===== src/rtl/tcce_pkg.sv =====
// Shared types and constants for the text console cell engine.
// Request codes, character codes, cell walker command/status structs.
// No dependencies.
package tcce_pkg;

  // Request codes on req_type
  typedef enum logic [1:0] {
    REQ_PUT   = 2'd0,
    REQ_SET   = 2'd1,
    REQ_CLEAR = 2'd2,
    REQ_READ  = 2'd3
  } req_e;

  // Character codes with special handling
  localparam logic [7:0] CH_NEWLINE   = 8'h0A;
  localparam logic [7:0] CH_BACKSPACE = 8'h08;
  localparam logic [7:0] CH_SPACE     = 8'h20;

  // Register map (byte addresses)
  localparam logic [2:0] ADDR_NARROW_MODE = 3'd0;

  // Widths that cover the whole row/column range of the engine
  localparam int unsigned WalkRowW = 6;
  localparam int unsigned WalkColW = 7;

  // Rectangle of cells for the walker to visit, row-major
  typedef struct packed {
    logic [WalkRowW-1:0] row_first;
    logic [WalkColW-1:0] col_first;
    logic [WalkRowW-1:0] row_last;
    logic [WalkColW-1:0] col_last;
  } walk_cmd_t;

  // Walker status: an address is presented, and it is the final one
  typedef struct packed {
    logic valid;
    logic last;
  } walk_sts_t;

endpackage


===== src/rtl/tcce_walker.sv =====
// Cell address walker: visits a rectangle of the cell store row by row,
// one address per cycle, using one shared row-base accumulator.
// Depends on tcce_pkg.
module tcce_walker
  import tcce_pkg::*;
#(
  parameter int unsigned TEXT_COLS = 80,
  parameter int unsigned ADDR_W    = 11
) (
  input  logic              clk_i,
  input  logic              rst_ni,
  input  logic              start_i,
  input  walk_cmd_t         cmd_i,
  output walk_sts_t         sts_o,
  output logic [ADDR_W-1:0] addr_o
);

  logic              busy_q;
  walk_cmd_t         cmd_q;
  logic [WalkRowW-1:0] row_q;
  logic [WalkColW-1:0] col_q;
  logic [ADDR_W-1:0] base_q;
  logic              at_last;
  logic              at_row_end;

  assign at_row_end = (col_q == cmd_q.col_last);
  assign at_last    = at_row_end && (row_q == cmd_q.row_last);

  // Walk state: a new command takes priority over the one finishing
  always_ff @(posedge clk_i or negedge rst_ni) begin
    if (!rst_ni) begin
      busy_q <= 1'b0;
      cmd_q  <= '0;
      row_q  <= '0;
      col_q  <= '0;
      base_q <= '0;
    end else if (start_i) begin
      busy_q <= 1'b1;
      cmd_q  <= cmd_i;
      row_q  <= cmd_i.row_first;
      col_q  <= cmd_i.col_first;
      base_q <= ADDR_W'(32'(cmd_i.row_first) * TEXT_COLS);
    end else if (busy_q) begin
      if (at_last) begin
        busy_q <= 1'b0;
      end else if (at_row_end) begin
        col_q  <= cmd_q.col_first;
        row_q  <= row_q + 1'b1;
        base_q <= base_q + ADDR_W'(TEXT_COLS);
      end else begin
        col_q <= col_q + 1'b1;
      end
    end
  end

  assign addr_o      = base_q + ADDR_W'(col_q);
  assign sts_o.valid = busy_q;
  assign sts_o.last  = busy_q && at_last;

endmodule


===== config.mk =====
export PLATFORM = sky130hd
export DESIGN_NAME = tcce_walker
export DESIGN_NICKNAME = d
export VERILOG_FILES = /design/src/rtl/tcce_pkg.sv /design/src/rtl/tcce_walker.sv
export SDC_FILE = /design/constraint.sdc
export NUM_CORES = 1
export LEC_CHECK = 0
export ABC_AREA = 1
export BUFFER_PORTS_ARGS = -buffer_cell sky130_fd_sc_hd__clkbuf_2
export CORE_UTILIZATION = 42
export CTS_CLUSTER_DIAMETER = 120
export DETAILED_ROUTE_END_ITERATION = 12
export GPL_ROUTABILITY_DRIVEN = 0
export PLACE_DENSITY = 0.63
export SKIP_LAST_GASP = 1
export SLEW_MARGIN = 20
export SYNTH_ARGS = -nofsm -noshare
export SYNTH_HDL_FRONTEND = slang
export SYNTH_SLANG_ARGS = --single-unit

===== constraint.sdc =====
create_clock -name clk_i -period 1.9 [get_ports clk_i]
set_input_delay 0.38 -clock clk_i [delete_from_list [all_inputs] [get_ports clk_i]]
set_output_delay 0.38 -clock clk_i [all_outputs]
set_load 0.005 [all_outputs]

Yosys cells after proc, flatten, opt, wreduce, memory -nomap -nowiden. Index checks and enable logic that the tools add are counted.

Latch bits: 0. Bits in writable memories: 0. Bits of input ports: 29. Output and inout bits: 13. Memories kept: 0. Memory bits (read-only): 0. Register bits after elaboration: 45. Word-level logic and storage cells: 36.

Shift-type cells: 0. Reduce and logical (&&, ||, !) cells: 6. Equality and inequality tests: 3. $lt $le $gt $ge: 0. Mux-type cells: 15. Div/mod/pow operators: 0. Bitwise logic cells: 0. $add $sub $neg: 4. Multipliers: 1.

Operators by type and width (number): $mux W11 (4); $mux W7 (4); $mux W6 (4); $add A11 B7 Y11 (1); $add A11 B7 Y11 const B (1); $add A7 B1 Y7 const B (1); $eq A7 B7 Y1 (1); $mul A6 B3 Y7 const B (1); $add A6 B1 Y6 const B (1); $eq A6 B6 Y1 (1); $reduce_bool A2 Y1 (2); $mux W1 (3); $reduce_and A3 Y1 (1); $logic_and A1 B1 Y1 (2); $ne A2 B2 Y1 const B (1); $reduce_and A2 Y1 (1).

Logic depth before layout (Yosys ltp).
Word-level depth: 5. Mapped depth: 13. Gate-level depth less buffers: 11.

Worst setup path before layout. OpenSTA, ideal clock, no wires.

Kind: reg2out. Start point: reg col_q[5]. End point: out addr_o[10]. Data arrival time: 1.502 ns. Cell stages (with the launch flop): 8. Path slack: 0.018 ns. Data required time: 1.520 ns. Path buffers: 0. Cells stage by stage: dfrtp_1 > ha_1 > a21oi_1 > o21bai_1 > nand2_1 > nor2_1 > nand2_1 > xor2_1.

Longest elaborated chain between the ends: 1.

Ends and longest elaborated chain: start, declared (RTL line tcce_walker.sv:21) `logic [WalkColW-1:0] col_q;`; start signal, assigned (RTL line tcce_walker.sv:41) `col_q <= cmd_i.col_first;`; start signal, assigned (RTL line tcce_walker.sv:47) `col_q <= cmd_q.col_first;`; start signal, assigned (RTL line tcce_walker.sv:51) `col_q <= col_q + 1'b1;`; $add A11 B7 Y11 (RTL line tcce_walker.sv:56) `assign addr_o = base_q + ADDR_W'(col_q);`; end, declared (RTL line tcce_walker.sv:15) `output logic [ADDR_W-1:0] addr_o`.

No other way between the ends.

Final worst setup path.
Start point: reg base_q[5]. End point: out addr_o[9].

Longest elaborated chain between the ends: 1.

Ends and longest elaborated chain: start, declared (RTL line tcce_walker.sv:22) `logic [ADDR_W-1:0] base_q;`; start signal, assigned (RTL line tcce_walker.sv:42) `base_q <= ADDR_W'(32'(cmd_i.row_first) * TEXT_COLS);`; start signal, assigned (RTL line tcce_walker.sv:49) `base_q <= base_q + ADDR_W'(TEXT_COLS);`; $add A11 B7 Y11 (RTL line tcce_walker.sv:56).

No other way between the ends.

==> flow_metrics.py <==
metrics = {
    "setup_path": {
        "start_kind": "flop",
        "crit_type": "reg -> out",
        "endpoint_kind": "primary output",
        "slowest_stage": "dfrtp_1",
        "required_ps": 1520,
        "max_stage_delay_ps": 420,
        "crit_path_cell_trace": "ha_4 > a21oi_4 > o21bai_4 > nand2_2 > nor2_4 > buf_6 > xor2_1 > buf_2",
        "critPathArrivalTime_ps": 1800,
        "critPathMaxFanout": 2,
    },
    "cells_and_area": {
        "final_nets": 493,
        "antennaDiodeCount": 0,
        "final_layout_size_suffix_gt1_share_pct": 26.6,
        "area_growth_pct": 25.1,
        "fillers": 638,
        "stdcell_area_um2": 3460,
        "layout_commonest_cell": "nand2_1",
        "layout_common_cells": "131 x nand2_1, 41 x inv_1, 40 x dfrtp_1",
    },
    "drt": {
        "drt_iter0_drc": 91,
        "antenna_left": 0,
        "routedWlPerCell_um": 12.1,
        "vias_per_cell": 4.89,
        "drt-total-wl_um": 6410,
        "dr.pass1.iters": 4,
        "drc": 0,
        "dr_total_vias": 2581,
    },
    "global_route": {
        "antenna_found_initial": 0,
        "grt_pass1_wl_um": 10900,
        "grt_usage_pct": 19.0,
        "grt_pass1_vias": 2476,
        "grt_overflow": 0,
        "grt_max_degree": 42,
    },
    "clock_tree": {
        "cts_buffers": 5,
        "clkTransAtPathRegs_ps": 80,
        "ctsHoldBuffers": 0,
        "htreeDepth": 2,
        "root_buffer": "clkbuf_8",
        "cts_tree": "done",
        "cts.path.max_buffers": 2,
        "clock_latency_ps": 290,
        "clock-sinks": 41,
    },
    "floorplan": {
        "rows": 29,
        "die_w_um": 83.1,
        "die_area_um2": 6910,
        "die_h_um": 83.1,
        "ios": 42,
        "initial_utilization_pct": 43.5,
        "core_um2": 6350,
    },
    "timing": {
        "setup_tns_ps": -946,
        "setup_ws_ps": -281,
        "hold_viol_final": 0,
        "relSlewSlack_pct": 64.1,
        "min_period_ps": 2180,
        "skew_ps": 3.95,
        "hold_ws_ps": 148,
        "slew_violations": 0,
        "worst_slew_pin_slew_ps": 538,
        "fmax_mhz": 459,
        "finalCritPeriodShare_pct": 115,
        "rsz0062_at_grt": "yes",
        "setup-violations-final": 6,
    },
    "power": {
        "ir_drop_mv": 0.418,
        "p_leak_nw": 1.87,
        "powerDensity_nw_per_um2": 774,
    },
    "synth": {
        "synthCells": 394,
        "synth_area_per_cell_um2": 7.02,
        "ys_ff_latch": 41,
        "synth_warnings": 0,
        "synth_ff_type": "dfrtp_1",
        "synth-edff-count": 0,
        "synth_top_cell_area_share_pct": 37.1,
        "syn-cell-area_um2": 2770,
        "synthArstFlopShare_pct": 100,
        "ys_seq_area_share_pct": 37.1,
        "ys_types": 28,
        "syn_nets": 437,
        "synth.largest_area_cell": "dfrtp_1",
        "synthTopCellsByArea": "dfrtp_1 37%, nand2_1 20%, nand3_1 6.2%, o21ai_0 6.0%, ha_1 5.9%",
    },
    "hold_path": {
        "hold_path_class": "in -> async",
    },
    "placed_design": {
        "dpl_cell_area_um2": 3120,
        "port_buffers": 41,
        "dp_hpwl_um": 4340,
    },
    "run_status": {
        "violations": "negative setup slack",
        "status": "complete, but fails checks",
    },
    "flow_run": {
        "drv_cap": 0,
    },
}
## through the flow
stage          setup slack (ps)  total power [W]  cells  util, %
6_report                   -281          0.00268    528     54.5
3_5_place_dp              -38.2          0.00195    511     49.1
2_1_floorplan              18.2          0.00164    394        -
3_3_place_gp              -16.9          0.00193    511     49.1
5_1_grt                    -377          0.00289    528     54.5
4_1_cts                    -311          0.00261    522     51.3
## cell type report
| class | count | area [µm²] | area share, % |
|---|---|---|---|
| flip-flops and latches | 41 | 1030 | 29.7 |
| repair buffers | 68 | 439 | 12.7 |
| well taps | 77 | 96.3 | 2.79 |
| clock inverters | 1 | 5.00 | 0.145 |
| multi-input cells | 290 | 1630 | 47.1 |
| clock buffers | 7 | 96.3 | 2.79 |
| inverters | 44 | 165 | 4.78 |
## cell families (layout without fill, tap and decap cells)
logic type / after synthesis / in the layout / synth area share [%]
simple gates: 216 / 218 / 33.3
buf+inv: 65 / 120 / 9.95
compound gates: 42 / 42 / 7.92
flops: 41 / 41 / 37.1
xor+xnor: 16 / 16 / 5.07
fa+ha+maj: 14 / 14 / 6.61
## critical path, delay by kind of cell, from the launching register on
family	cells	cell delay (ps)
flip-flops	1	420
adder cells (fa/ha/maj)	1	290
buffers and inverters	2	240
AND/OR/NAND/NOR	2	220
AO/OA/AOI/OAI	2	210
XOR/XNOR	1	140
## per-layer routing
layer,global-route usage [%],up-vias,share of wire (%)
met5,0,-,0
li1,-,1345,-
met2,33.4,37,49
met4,3.29,0,0.44
met1,24.8,1195,47
met3,3.28,4,3.0
## registers in the layout, indices dropped and copies added (netlist names)
| signal | cells |
|---|---|
| cmd_q | 20 |
| busy_q | 1 |
| col_q | 7 |
| row_q | 6 |
| base_q | 7 |
## what timing repair did
| item | in CTS | in global routing |
|---|---|---|
| pin swaps | 7 | 16 |
| buffers inserted | 5 | 6 |
| resized for setup | 4 | 44 |
| cloned | 0 | 2 |
| endpoints found under the setup margin | 6 | 26 |
## where the power goes
part	internal [W]	total [W]	switching [W]	leakage (nW)
registers	0.000985	0.00109	0.000109	0.500
logic	0.000430	0.000943	0.000513	1.31
clock network	0.000329	0.000640	0.000312	0.0542
total	0.00174	0.00268	0.000934	1.87
## final timing paths
check,startpoint,endpoint,slack (ps),depth (start not counted)
setup reg to reg,col_q[6],row_q[0],0,13
hold / removal,rst_ni,cmd_q[0],150,2
max in group asynchronous,rst_ni,row_q[2],1350,2
min in group clk_i,cmd_i[3],cmd_q[3],290,3
hold reg to reg,cmd_q[3],cmd_q[3],520,2
setup / recovery,base_q[5],addr_o[9],-280,8
## Yosys cell counts, drive strengths merged (3+ instances only)
| library cell | count |
|---|---|
| buf | 8 |
| o21ai | 33 |
| clkbuf | 13 |
| a21oi | 5 |
| nor2 | 20 |
| nand2 | 154 |
| dfrtp | 41 |
| inv | 44 |
| nand3 | 36 |
| ha | 13 |
| xnor2 | 7 |
| xor2 | 9 |
| nand4 | 3 |
(Power assumes the default switching activity.)
